$ cat src/tensor_layout_remap_defines.svh
// Assertion macros shared by the tensor layout remapper modules.
`ifndef TENSOR_LAYOUT_REMAP_DEFINES_SVH
`define TENSOR_LAYOUT_REMAP_DEFINES_SVH
`ifndef NO_ASSERTIONS
`define TLR_ASSERT_IMPL(label, ante, cons) \
    label: assert property (@(posedge aclk) disable iff (!aresetn) (ante) |-> (cons)) \
        else $error("tensor_layout_remap: same-cycle check failed");
`define TLR_ASSERT_NEXT(label, ante, cons) \
    label: assert property (@(posedge aclk) disable iff (!aresetn) (ante) |=> (cons)) \
        else $error("tensor_layout_remap: next-cycle check failed");
`else
`define TLR_ASSERT_IMPL(label, ante, cons)
`define TLR_ASSERT_NEXT(label, ante, cons)
`endif
`endif

$ cat src/tlr_pkg.sv
// Types, constants and helper functions of the tensor layout remapper.
package tlr_pkg;

    localparam int MAX_DIM       = 4096;
    localparam int CHANNEL_ALIGN = 64;

    localparam int DIM_W      = 13;
    localparam int POS_W      = 12;
    localparam int ADDR_W     = 48;
    localparam int VALUE_W    = 32;
    localparam int CFG_IDX_W  = 8;
    localparam int CFG_DATA_W = 16;
    // H times W reaches 4096 squared, one bit beyond two position counters.
    localparam int HW_W       = 2 * POS_W + 1;
    localparam int PROD_W     = HW_W + DIM_W;

    localparam logic [CFG_IDX_W-1:0] REG_DIM_BATCH    = CFG_IDX_W'(0);
    localparam logic [CFG_IDX_W-1:0] REG_DIM_CHANNELS = CFG_IDX_W'(1);
    localparam logic [CFG_IDX_W-1:0] REG_DIM_HEIGHT   = CFG_IDX_W'(2);
    localparam logic [CFG_IDX_W-1:0] REG_DIM_WIDTH    = CFG_IDX_W'(3);
    localparam logic [CFG_IDX_W-1:0] REG_SRC_LAYOUT   = CFG_IDX_W'(4);
    localparam logic [CFG_IDX_W-1:0] REG_DST_LAYOUT   = CFG_IDX_W'(5);

    localparam logic LAYOUT_NCHW = 1'b0;
    localparam logic LAYOUT_NHWC = 1'b1;

    typedef enum logic [2:0] {
        ST_LOAD,
        ST_HW,
        ST_CHW,
        ST_WC,
        ST_WCP,
        ST_HWCP,
        ST_RUN
    } state_t;

    typedef enum logic [2:0] {
        MUL_NONE,
        MUL_HW,
        MUL_CHW,
        MUL_WC,
        MUL_WCP,
        MUL_HWCP
    } mul_op_t;

    typedef struct packed {
        logic    clear;
        logic    load_dims;
        mul_op_t mul_op;
        logic    run;
    } cmd_t;

    // A zero dimension counts as one, an oversized one saturates.
    function automatic logic [DIM_W-1:0] eff_dim(input logic [DIM_W-1:0] v);
        logic [DIM_W-1:0] r;
        if (v == '0) begin
            r = DIM_W'(1);
        end else if (v > DIM_W'(MAX_DIM)) begin
            r = DIM_W'(MAX_DIM);
        end else begin
            r = v;
        end
        return r;
    endfunction

    function automatic logic [DIM_W-1:0] pad_channels(input logic [DIM_W-1:0] c);
        logic [DIM_W:0] t;
        t = {1'b0, c} + (DIM_W + 1)'(CHANNEL_ALIGN - 1);
        return DIM_W'((t / CHANNEL_ALIGN) * CHANNEL_ALIGN);
    endfunction

endpackage

$ cat src/tensor_layout_remap.sv
// Top level of the tensor layout remapper: NCHW/NHWC address generation per element.
// The block takes one tensor element per cycle in source-layout order while the output
// is not stalled, and returns its destination index, the element unchanged and a mark
// on the tensor's last element; nested position counters with per-level base-address
// accumulators produce each address with one 48-bit add. After reset and after every
// register write, a setup pass loads the dimensions, then computes the layout strides
// on one shared multiplier (one product per step) while the input holds ready low;
// after that each result appears in the output register in the cycle after its
// element is taken. A remap to NHWC rounds its pixel stride up to a multiple
// of 64; padding lanes are never addressed, and equal layouts give a plain linear copy.
module tensor_layout_remap (
    input  logic                             aclk,
    input  logic                             aresetn,
    input  logic                             s_valid,
    output logic                             s_ready,
    input  logic [tlr_pkg::VALUE_W-1:0]      s_elem_value,
    output logic                             m_valid,
    input  logic                             m_ready,
    output logic [tlr_pkg::ADDR_W-1:0]       m_dest_addr,
    output logic [tlr_pkg::VALUE_W-1:0]      m_out_value,
    output logic                             m_last_elem,
    input  logic                             cfg_valid,
    output logic                             cfg_ready,
    input  logic [tlr_pkg::CFG_IDX_W-1:0]    cfg_index,
    input  logic [tlr_pkg::CFG_DATA_W-1:0]   cfg_data
);

    tlr_pkg::cmd_t cmd;
    logic          cfg_wr;

    assign cfg_ready = 1'b1;
    assign cfg_wr    = cfg_valid && cfg_ready;

    tlr_ctrl u_ctrl (
        .aclk    (aclk),
        .aresetn (aresetn),
        .cfg_wr  (cfg_wr),
        .cmd     (cmd)
    );

    tlr_datapath u_datapath (
        .aclk         (aclk),
        .aresetn      (aresetn),
        .cmd          (cmd),
        .cfg_wr       (cfg_wr),
        .cfg_index    (cfg_index),
        .cfg_data     (cfg_data),
        .s_valid      (s_valid),
        .s_ready      (s_ready),
        .s_elem_value (s_elem_value),
        .m_valid      (m_valid),
        .m_ready      (m_ready),
        .m_dest_addr  (m_dest_addr),
        .m_out_value  (m_out_value),
        .m_last_elem  (m_last_elem)
    );

endmodule

$ cat src/tlr_ctrl.sv
// Controller of the tensor layout remapper: stride setup sequence and run state.
`include "tensor_layout_remap_defines.svh"

module tlr_ctrl (
    input  logic          aclk,
    input  logic          aresetn,
    input  logic          cfg_wr,
    output tlr_pkg::cmd_t cmd
);

    tlr_pkg::state_t state_reg, state_next;

    always_ff @(posedge aclk) begin
        if (!aresetn) begin
            state_reg <= tlr_pkg::ST_LOAD;
        end else begin
            state_reg <= state_next;
        end
    end

    always_comb begin
        state_next = state_reg;
        case (state_reg)
            tlr_pkg::ST_LOAD: state_next = tlr_pkg::ST_HW;
            tlr_pkg::ST_HW:   state_next = tlr_pkg::ST_CHW;
            tlr_pkg::ST_CHW:  state_next = tlr_pkg::ST_WC;
            tlr_pkg::ST_WC:   state_next = tlr_pkg::ST_WCP;
            tlr_pkg::ST_WCP:  state_next = tlr_pkg::ST_HWCP;
            tlr_pkg::ST_HWCP: state_next = tlr_pkg::ST_RUN;
            tlr_pkg::ST_RUN:  state_next = tlr_pkg::ST_RUN;
            default:          state_next = tlr_pkg::ST_LOAD;
        endcase
        // Any register write restarts the stride setup.
        if (cfg_wr) begin
            state_next = tlr_pkg::ST_LOAD;
        end
    end

    always_comb begin
        cmd.clear     = cfg_wr;
        cmd.load_dims = 1'b0;
        cmd.mul_op    = tlr_pkg::MUL_NONE;
        cmd.run       = 1'b0;
        case (state_reg)
            tlr_pkg::ST_LOAD: cmd.load_dims = 1'b1;
            tlr_pkg::ST_HW:   cmd.mul_op    = tlr_pkg::MUL_HW;
            tlr_pkg::ST_CHW:  cmd.mul_op    = tlr_pkg::MUL_CHW;
            tlr_pkg::ST_WC:   cmd.mul_op    = tlr_pkg::MUL_WC;
            tlr_pkg::ST_WCP:  cmd.mul_op    = tlr_pkg::MUL_WCP;
            tlr_pkg::ST_HWCP: cmd.mul_op    = tlr_pkg::MUL_HWCP;
            tlr_pkg::ST_RUN:  cmd.run       = 1'b1;
            default:          cmd.run       = 1'b0;
        endcase
    end

    `TLR_ASSERT_NEXT(a_cfg_restarts_setup, cfg_wr, state_reg == tlr_pkg::ST_LOAD)
    `TLR_ASSERT_IMPL(a_one_action, 1'b1, !(cmd.run && cmd.load_dims))

endmodule

$ cat src/tlr_datapath.sv
// Datapath of the tensor layout remapper: registers, shared multiplier, counters, addresses.
`include "tensor_layout_remap_defines.svh"

module tlr_datapath (
    input  logic                             aclk,
    input  logic                             aresetn,
    input  tlr_pkg::cmd_t                    cmd,
    input  logic                             cfg_wr,
    input  logic [tlr_pkg::CFG_IDX_W-1:0]    cfg_index,
    input  logic [tlr_pkg::CFG_DATA_W-1:0]   cfg_data,
    input  logic                             s_valid,
    output logic                             s_ready,
    input  logic [tlr_pkg::VALUE_W-1:0]      s_elem_value,
    output logic                             m_valid,
    input  logic                             m_ready,
    output logic [tlr_pkg::ADDR_W-1:0]       m_dest_addr,
    output logic [tlr_pkg::VALUE_W-1:0]      m_out_value,
    output logic                             m_last_elem
);

    localparam int DW = tlr_pkg::DIM_W;
    localparam int PW = tlr_pkg::POS_W;
    localparam int AW = tlr_pkg::ADDR_W;
    localparam int HW = tlr_pkg::HW_W;
    localparam int MW = tlr_pkg::PROD_W;

    // Configuration registers.
    logic [DW-1:0] dim_batch_reg, dim_channels_reg, dim_height_reg, dim_width_reg;
    logic          src_layout_reg, dst_layout_reg;

    // Effective dimensions and stride products, built by the setup sequence.
    logic [DW-1:0] eff_n_reg, eff_c_reg, eff_h_reg, eff_w_reg, cpad_reg;
    logic [HW-1:0] hw_reg;
    logic [MW-1:0] chw_reg, wc_reg, wcp_reg, hwcp_reg;

    logic [HW-1:0]   mul_a;
    logic [DW-1:0]   mul_b;
    logic [MW-1:0]   mul_p;

    // Position counters and address bases, level 0 runs fastest.
    logic [PW-1:0] pos0_reg, pos1_reg, pos2_reg, pos3_reg;
    logic [PW-1:0] pos0_next, pos1_next, pos2_next, pos3_next;
    logic [AW-1:0] acc0_reg, acc1_reg, acc2_reg, acc3_reg;
    logic [AW-1:0] acc0_next, acc1_next, acc2_next, acc3_next;

    logic [AW-1:0] str_n, str_c, str_h, str_w;
    logic [AW-1:0] str0, str1, str2, str3;
    logic [PW-1:0] lim_n, lim_c, lim_h, lim_w;
    logic [PW-1:0] lim0, lim1, lim2, lim3;
    logic [AW-1:0] sum0, sum1, sum2, sum3;
    logic          carry0, carry1, carry2, last;
    logic          step;

    always_ff @(posedge aclk) begin
        if (!aresetn) begin
            dim_batch_reg    <= DW'(1);
            dim_channels_reg <= DW'(1);
            dim_height_reg   <= DW'(1);
            dim_width_reg    <= DW'(1);
            src_layout_reg   <= tlr_pkg::LAYOUT_NCHW;
            dst_layout_reg   <= tlr_pkg::LAYOUT_NHWC;
        end else if (cfg_wr) begin
            case (cfg_index)
                tlr_pkg::REG_DIM_BATCH:    dim_batch_reg    <= cfg_data[DW-1:0];
                tlr_pkg::REG_DIM_CHANNELS: dim_channels_reg <= cfg_data[DW-1:0];
                tlr_pkg::REG_DIM_HEIGHT:   dim_height_reg   <= cfg_data[DW-1:0];
                tlr_pkg::REG_DIM_WIDTH:    dim_width_reg    <= cfg_data[DW-1:0];
                tlr_pkg::REG_SRC_LAYOUT:   src_layout_reg   <= cfg_data[0];
                tlr_pkg::REG_DST_LAYOUT:   dst_layout_reg   <= cfg_data[0];
                default: ;
            endcase
        end
    end

    always_ff @(posedge aclk) begin
        if (!aresetn) begin
            eff_n_reg <= DW'(1);
            eff_c_reg <= DW'(1);
            eff_h_reg <= DW'(1);
            eff_w_reg <= DW'(1);
            cpad_reg  <= DW'(tlr_pkg::CHANNEL_ALIGN);
        end else if (cmd.load_dims) begin
            eff_n_reg <= tlr_pkg::eff_dim(dim_batch_reg);
            eff_c_reg <= tlr_pkg::eff_dim(dim_channels_reg);
            eff_h_reg <= tlr_pkg::eff_dim(dim_height_reg);
            eff_w_reg <= tlr_pkg::eff_dim(dim_width_reg);
            cpad_reg  <= tlr_pkg::pad_channels(tlr_pkg::eff_dim(dim_channels_reg));
        end
    end

    // One multiplier serves all stride products, one product per multiply step of the setup.
    always_comb begin
        mul_a = '0;
        mul_b = '0;
        case (cmd.mul_op)
            tlr_pkg::MUL_HW:   begin mul_a = HW'(eff_w_reg); mul_b = eff_h_reg; end
            tlr_pkg::MUL_CHW:  begin mul_a = hw_reg;         mul_b = eff_c_reg; end
            tlr_pkg::MUL_WC:   begin mul_a = HW'(eff_w_reg); mul_b = eff_c_reg; end
            tlr_pkg::MUL_WCP:  begin mul_a = HW'(eff_w_reg); mul_b = cpad_reg;  end
            tlr_pkg::MUL_HWCP: begin mul_a = hw_reg;         mul_b = cpad_reg;  end
            default: ;
        endcase
        mul_p = MW'(mul_a) * MW'(mul_b);
    end

    always_ff @(posedge aclk) begin
        case (cmd.mul_op)
            tlr_pkg::MUL_HW:   hw_reg   <= mul_p[HW-1:0];
            tlr_pkg::MUL_CHW:  chw_reg  <= mul_p;
            tlr_pkg::MUL_WC:   wc_reg   <= mul_p;
            tlr_pkg::MUL_WCP:  wcp_reg  <= mul_p;
            tlr_pkg::MUL_HWCP: hwcp_reg <= mul_p;
            default: ;
        endcase
    end

    // Strides of the destination layout; equal layouts use the dense form.
    always_comb begin
        if (dst_layout_reg == tlr_pkg::LAYOUT_NCHW) begin
            str_n = AW'(chw_reg);
            str_c = AW'(hw_reg);
            str_h = AW'(eff_w_reg);
            str_w = AW'(1);
        end else if (src_layout_reg == tlr_pkg::LAYOUT_NHWC) begin
            str_n = AW'(chw_reg);
            str_c = AW'(1);
            str_h = AW'(wc_reg);
            str_w = AW'(eff_c_reg);
        end else begin
            str_n = AW'(hwcp_reg);
            str_c = AW'(1);
            str_h = AW'(wcp_reg);
            str_w = AW'(cpad_reg);
        end
        lim_n = PW'(eff_n_reg - DW'(1));
        lim_c = PW'(eff_c_reg - DW'(1));
        lim_h = PW'(eff_h_reg - DW'(1));
        lim_w = PW'(eff_w_reg - DW'(1));
        if (src_layout_reg == tlr_pkg::LAYOUT_NCHW) begin
            str0 = str_w; str1 = str_h; str2 = str_c; str3 = str_n;
            lim0 = lim_w; lim1 = lim_h; lim2 = lim_c; lim3 = lim_n;
        end else begin
            str0 = str_c; str1 = str_w; str2 = str_h; str3 = str_n;
            lim0 = lim_c; lim1 = lim_w; lim2 = lim_h; lim3 = lim_n;
        end
    end

    assign s_ready = cmd.run && (!m_valid || m_ready);
    assign step    = s_valid && s_ready;

    assign carry0 = (pos0_reg == lim0);
    assign carry1 = carry0 && (pos1_reg == lim1);
    assign carry2 = carry1 && (pos2_reg == lim2);
    assign last   = carry2 && (pos3_reg == lim3);

    assign sum0 = acc0_reg + str0;
    assign sum1 = acc1_reg + str1;
    assign sum2 = acc2_reg + str2;
    assign sum3 = acc3_reg + str3;

    // The lowest level that does not wrap advances; the levels below it restart
    // from its new base address.
    always_comb begin
        pos0_next = pos0_reg;
        pos1_next = pos1_reg;
        pos2_next = pos2_reg;
        pos3_next = pos3_reg;
        acc0_next = acc0_reg;
        acc1_next = acc1_reg;
        acc2_next = acc2_reg;
        acc3_next = acc3_reg;
        if (cmd.clear || (step && last)) begin
            pos0_next = '0;
            pos1_next = '0;
            pos2_next = '0;
            pos3_next = '0;
            acc0_next = '0;
            acc1_next = '0;
            acc2_next = '0;
            acc3_next = '0;
        end else if (step) begin
            if (!carry0) begin
                pos0_next = pos0_reg + PW'(1);
                acc0_next = sum0;
            end else if (!carry1) begin
                pos0_next = '0;
                pos1_next = pos1_reg + PW'(1);
                acc1_next = sum1;
                acc0_next = sum1;
            end else if (!carry2) begin
                pos0_next = '0;
                pos1_next = '0;
                pos2_next = pos2_reg + PW'(1);
                acc2_next = sum2;
                acc1_next = sum2;
                acc0_next = sum2;
            end else begin
                pos0_next = '0;
                pos1_next = '0;
                pos2_next = '0;
                pos3_next = pos3_reg + PW'(1);
                acc3_next = sum3;
                acc2_next = sum3;
                acc1_next = sum3;
                acc0_next = sum3;
            end
        end
    end

    always_ff @(posedge aclk) begin
        if (!aresetn) begin
            pos0_reg <= '0;
            pos1_reg <= '0;
            pos2_reg <= '0;
            pos3_reg <= '0;
            acc0_reg <= '0;
            acc1_reg <= '0;
            acc2_reg <= '0;
            acc3_reg <= '0;
        end else begin
            pos0_reg <= pos0_next;
            pos1_reg <= pos1_next;
            pos2_reg <= pos2_next;
            pos3_reg <= pos3_next;
            acc0_reg <= acc0_next;
            acc1_reg <= acc1_next;
            acc2_reg <= acc2_next;
            acc3_reg <= acc3_next;
        end
    end

    // Output register: a new item is taken while the output is empty or the previous result leaves.
    always_ff @(posedge aclk) begin
        if (!aresetn) begin
            m_valid <= 1'b0;
        end else if (step) begin
            m_valid <= 1'b1;
        end else if (m_ready) begin
            m_valid <= 1'b0;
        end
    end

    always_ff @(posedge aclk) begin
        if (step) begin
            m_dest_addr <= acc0_reg;
            m_out_value <= s_elem_value;
            m_last_elem <= last;
        end
    end

    `TLR_ASSERT_NEXT(a_last_wraps, step && last, acc0_reg == '0 && pos3_reg == '0)
    `TLR_ASSERT_IMPL(a_pos_in_range, cmd.run, pos0_reg <= lim0 && pos3_reg <= lim3)
    `TLR_ASSERT_NEXT(a_step_loads_output, step, m_valid)

endmodule

$ cat config.mk
export PLATFORM = sky130hd
export DESIGN_NAME = tensor_layout_remap
export DESIGN_NICKNAME = d
export VERILOG_FILES = /design/src/tlr_pkg.sv /design/src/tensor_layout_remap.sv /design/src/tlr_ctrl.sv /design/src/tlr_datapath.sv
export VERILOG_INCLUDE_DIRS = /design/src /design/src/src
export SDC_FILE = /design/constraint.sdc
export NUM_CORES = 2
export LEC_CHECK = 0
export ABC_AREA = 1
export ABC_CLOCK_PERIOD_IN_PS = 27200
export BUFFER_PORTS_ARGS = -buffer_cell sky130_fd_sc_hd__buf_2
export CORE_UTILIZATION = 40
export DETAILED_ROUTE_END_ITERATION = 10
export SYNTH_ARGS = -nofsm -noshare
export SYNTH_HDL_FRONTEND = slang
export SYNTH_HIERARCHICAL = 1
export SYNTH_SLANG_ARGS = --single-unit
export TNS_END_PERCENT = 1
$ cat constraint.sdc
create_clock -name aclk -period 27.2 [get_ports aclk]
set_input_delay 2.72 -clock aclk [delete_from_list [all_inputs] [get_ports aclk]]
set_output_delay 2.72 -clock aclk [all_outputs]
set_load 0.005 [all_outputs]
==> flow_summary_export.csv <==
group,metric,value,unit
outcome,run_status,"complete, no violations",
drt,wl_per_cell,20.6,µm
setup_path,slowest_stage,"inv_1",
timing,skew,0.0480,ns
synthesis,synth_fp_nets,7199,
synthesis,synth_compound_area_frac,0.109,
cells_and_area,final_layout_size_suffix_gt1_frac,0.0599,
cts,clk_pin_slew,0.06,ns
synthesis,yosysTopAreaCell,"edfxtp_1",
floorplanning,io_pins,145,
power_and_ir_drop,power.density,40.2,nW/µm²
synthesis,ys_ff_latch,614,
grt,grtUsageTotal,0.282,
cts,cts_hold_buf,0,
setup_path,end_kind,"register",
setup_path,cp_num_buf_inv,6,
grt,gr-total-overflow,0,
hold_path,min_to,"u_datapath/acc1_reg[28]$_SDFFE_PP0P_",
synthesis,synthSimpleGateAreaFrac,0.277,
placement,gp_congestion,0.976,
timing,fin_setup_tns,0,ns
synthesis,synth_mux_area_frac,0,
timing,relSlewSlack,0.173,
synthesis,yosys-top-cells-area,"edfxtp_1 16%, dfxtp_1 15%, nand2_1 15%",
setup_path,cp.arrival,10.43,ns
cts,clock_latency,0.68,ns
synthesis,ys_warn_count,6,
timing,fin_crit_sh,0.370,
placement,dp_hpwl,137000,µm
floorplanning,dieWidth,348,µm
drt,drc,0,
floorplanning,die-area,121000,µm²
synthesis,synth_top_family_by_area,"simple AND/OR/NAND/NOR gates",
grt,grt_pass1_wl,259000,µm
timing,fmax,99.3,MHz
cells_and_area,area_growth,10.1,%
setup_path,crit_type,"register to register",
hold_path,hold_start,"u_datapath/acc1_reg[28]$_SDFFE_PP0P_",
setup_path,r2r_cells,35,
setup_path,max_stage_delay,0.81,ns
setup_path,cp_top_family,"adder cells",
setup_path,r2r_end,"u_datapath/chw_reg[36]$_DFFE_PN_",
synthesis,synth_top_flop_cell,"dfxtp_1",
synthesis,synth_edf_count,258,
timing,post-route-min-period,10.07,ns
drt,dr.pass1.iters,6,
power_and_ir_drop,leakage,0.0247,µW
cells_and_area,most-common-layout-cells,"1,851 x nand2_1, 977 x inv_1, 639 x nor2_1",
timing,hold_viol,0,
power_and_ir_drop,fin_total_pwr,2120,µW
drt,drt-total-wl,172000,µm
setup_path,worstSetupStartpointType,"register",
power_and_ir_drop,ir_drop,41.5,µV
drt,first_iter_violations,4196,
setup_path,r2r-start,"u_ctrl/state_reg[2]$_SDFF_PP0_",
hold_path,hold_depth,2,
floorplanning,die_y,348,µm
cells_and_area,nets,7292,
synthesis,synthAdderAreaFrac,0.169,
setup_path,critPathMaxFanout,26,
flow_run,cap_violations,0,
cells_and_area,layout_commonest_cell,"nand2_1",
synthesis,syn_avg_cell_area,7.19,µm²
cts,cts-root-buf,"clkbuf_16",
cts,cts.repair.resized,0,
cts,cts_tree,"built",
power_and_ir_drop,switchingPower,542,µW
power_and_ir_drop,p_sw_frac,0.256,
drt,ant_nets,0,
power_and_ir_drop,p_clk_frac,0.485,
timing,timing.final.max_slew_violations,0,
floorplanning,initial_core_util,0.404,
synthesis,yosysUniqueCellTypes,58,
cts,post_cts_buffers,0,
drt,via_count,44420,
synthesis,syn_inst,6646,
floorplanning,rows,126,
hold_path,min_path_type,"register to register",
cells_and_area,antenna_cells,0,
synthesis,syn_area,47800,µm²
power_and_ir_drop,comb_power_share,0.059,
power_and_ir_drop,p_int,1570,µW
synthesis,synthDominantCellAreaShare,0.162,
grt,grt_pass1_vias,42541,
grt,antenna_found_initial,1,
timing,rsz0062_at_grt,"false",
setup_path,worstPathRequired,27.56,ns
cts,numCtsBuffers,72,
timing,worst_pin_slew,1.23,ns
placement,port_buffers,140,
cts,cts_max_level,3,
synthesis,synth_xor_xnor_area_share,0.0365,
cts,cts_sinks,614,
cts,cts_buffer_depth,3,
synthesis,async_flop_share,0,
setup_path,crit_top_cell,"nand2_1",
power_and_ir_drop,power_frac_seq,0.457,
timing,finalSetupViolations,0,
synthesis,yosysSeqAreaShare,0.311,
drt,viasPerCell,5.33,
grt,grt_max_degree,75,
setup_path,reg2reg_slack,17.13,ns
floorplanning,core_region_area,118000,µm²
worst max path at each step:
| stage | from | end | depth (start not counted) |
|---|---|---|---|
| 2_1_floorplan | u_ctrl/state_reg[1]$_SDFF_PP0_ | u_datapath/chw_reg[24]$_DFFE_PN_ | 36 |
| 3_3_place_gp | u_ctrl/state_reg[2]$_SDFF_PP0_ | u_datapath/wcp_reg[36]$_DFFE_PN_ | 35 |
| 3_5_place_dp | u_ctrl/state_reg[2]$_SDFF_PP0_ | u_datapath/wcp_reg[36]$_DFFE_PN_ | 35 |
| 4_1_cts | u_ctrl/state_reg[2]$_SDFF_PP0_ | u_datapath/hwcp_reg[36]$_DFFE_PN_ | 35 |
| 5_1_grt | u_ctrl/state_reg[2]$_SDFF_PP0_ | u_datapath/chw_reg[36]$_DFFE_PN_ | 35 |
| 6_report | u_ctrl/state_reg[2]$_SDFF_PP0_ | u_datapath/chw_reg[36]$_DFFE_PN_ | 35 |
worst register-to-register path, delay by kind of cell, from the launching register on:
kind	cells	cell delay, ns
AOI/OAI and AO/OA	5	1.04
xor gates and xnor gates	1	0.65
adders and majority gates	7	3.18
buffers and inverters	6	1.50
DFF	1	0.42
and+or+nand+nor	16	2.99
Yosys cell counts (all sizes together) (36+ instances only):
master     n
inv      997
o21ai    323
nand3    446
dfxtp    356
clkbuf   109
edfxtp   258
a31oi     44
nand4     53
xnor2     68
xor2     131
nand2   1864
nor3      82
a21oi    442
ha       235
buf       67
fa       257
a21o      36
nor2     670
logic make-up (layout without fill, tap and decap cells):
logic type	after synthesis	after routing
AOI/OAI and AO/OA	958	958
xor gates and xnor gates	199	199
adders and majority gates	492	492
buffers and inverters	1188	1341
DFF	614	614
other	1	1
and+or+nand+nor	3194	3194
cell type report:
cell class              instances  area (µm²)
multi-input cells            4844       28400
well taps                    1536        1920
repair buffers                195        1110
clock inverters                43         579
inverters                    1012        3800
fillers                     12229       65700
clock buffers                  91        1920
flip-flops and latches        614       14900
metrics by stage:
step	area [µm²]	setup slack (ns)	util	hold slack, ns	cells
finish	52600	17.13	0.445	0.458	8335
floorplan	47800	17.64	-	0.430	6646
global placement	50100	17.23	0.423	0.445	8201
global route	52600	16.42	0.445	0.471	8335
CTS	52600	17.11	0.445	0.459	8335
detailed placement	50100	17.18	0.423	0.446	8201
power groups by stage:
stage          clock network [µW]  registers (µW)  logic, µW
3_3_place_gp                    0             986        121
4_1_cts                      1050             966        122
2_1_floorplan                   0             983       76.4
3_5_place_dp                    0             986        122
6_report                     1030             966        124
5_1_grt                      1080             966        134
layer usage:
| layer | vias up | track usage | part of all wire |
|---|---|---|---|
| li1 | 21469 | - | - |
| met5 | - | 0 | 0 |
| met2 | 1522 | 0.452 | 0.45 |
| met1 | 21245 | 0.401 | 0.46 |
| met4 | 0 | 0.0771 | 0.024 |
| met3 | 184 | 0.0313 | 0.069 |
No activity file was read; power rests on OpenSTA's default activity.
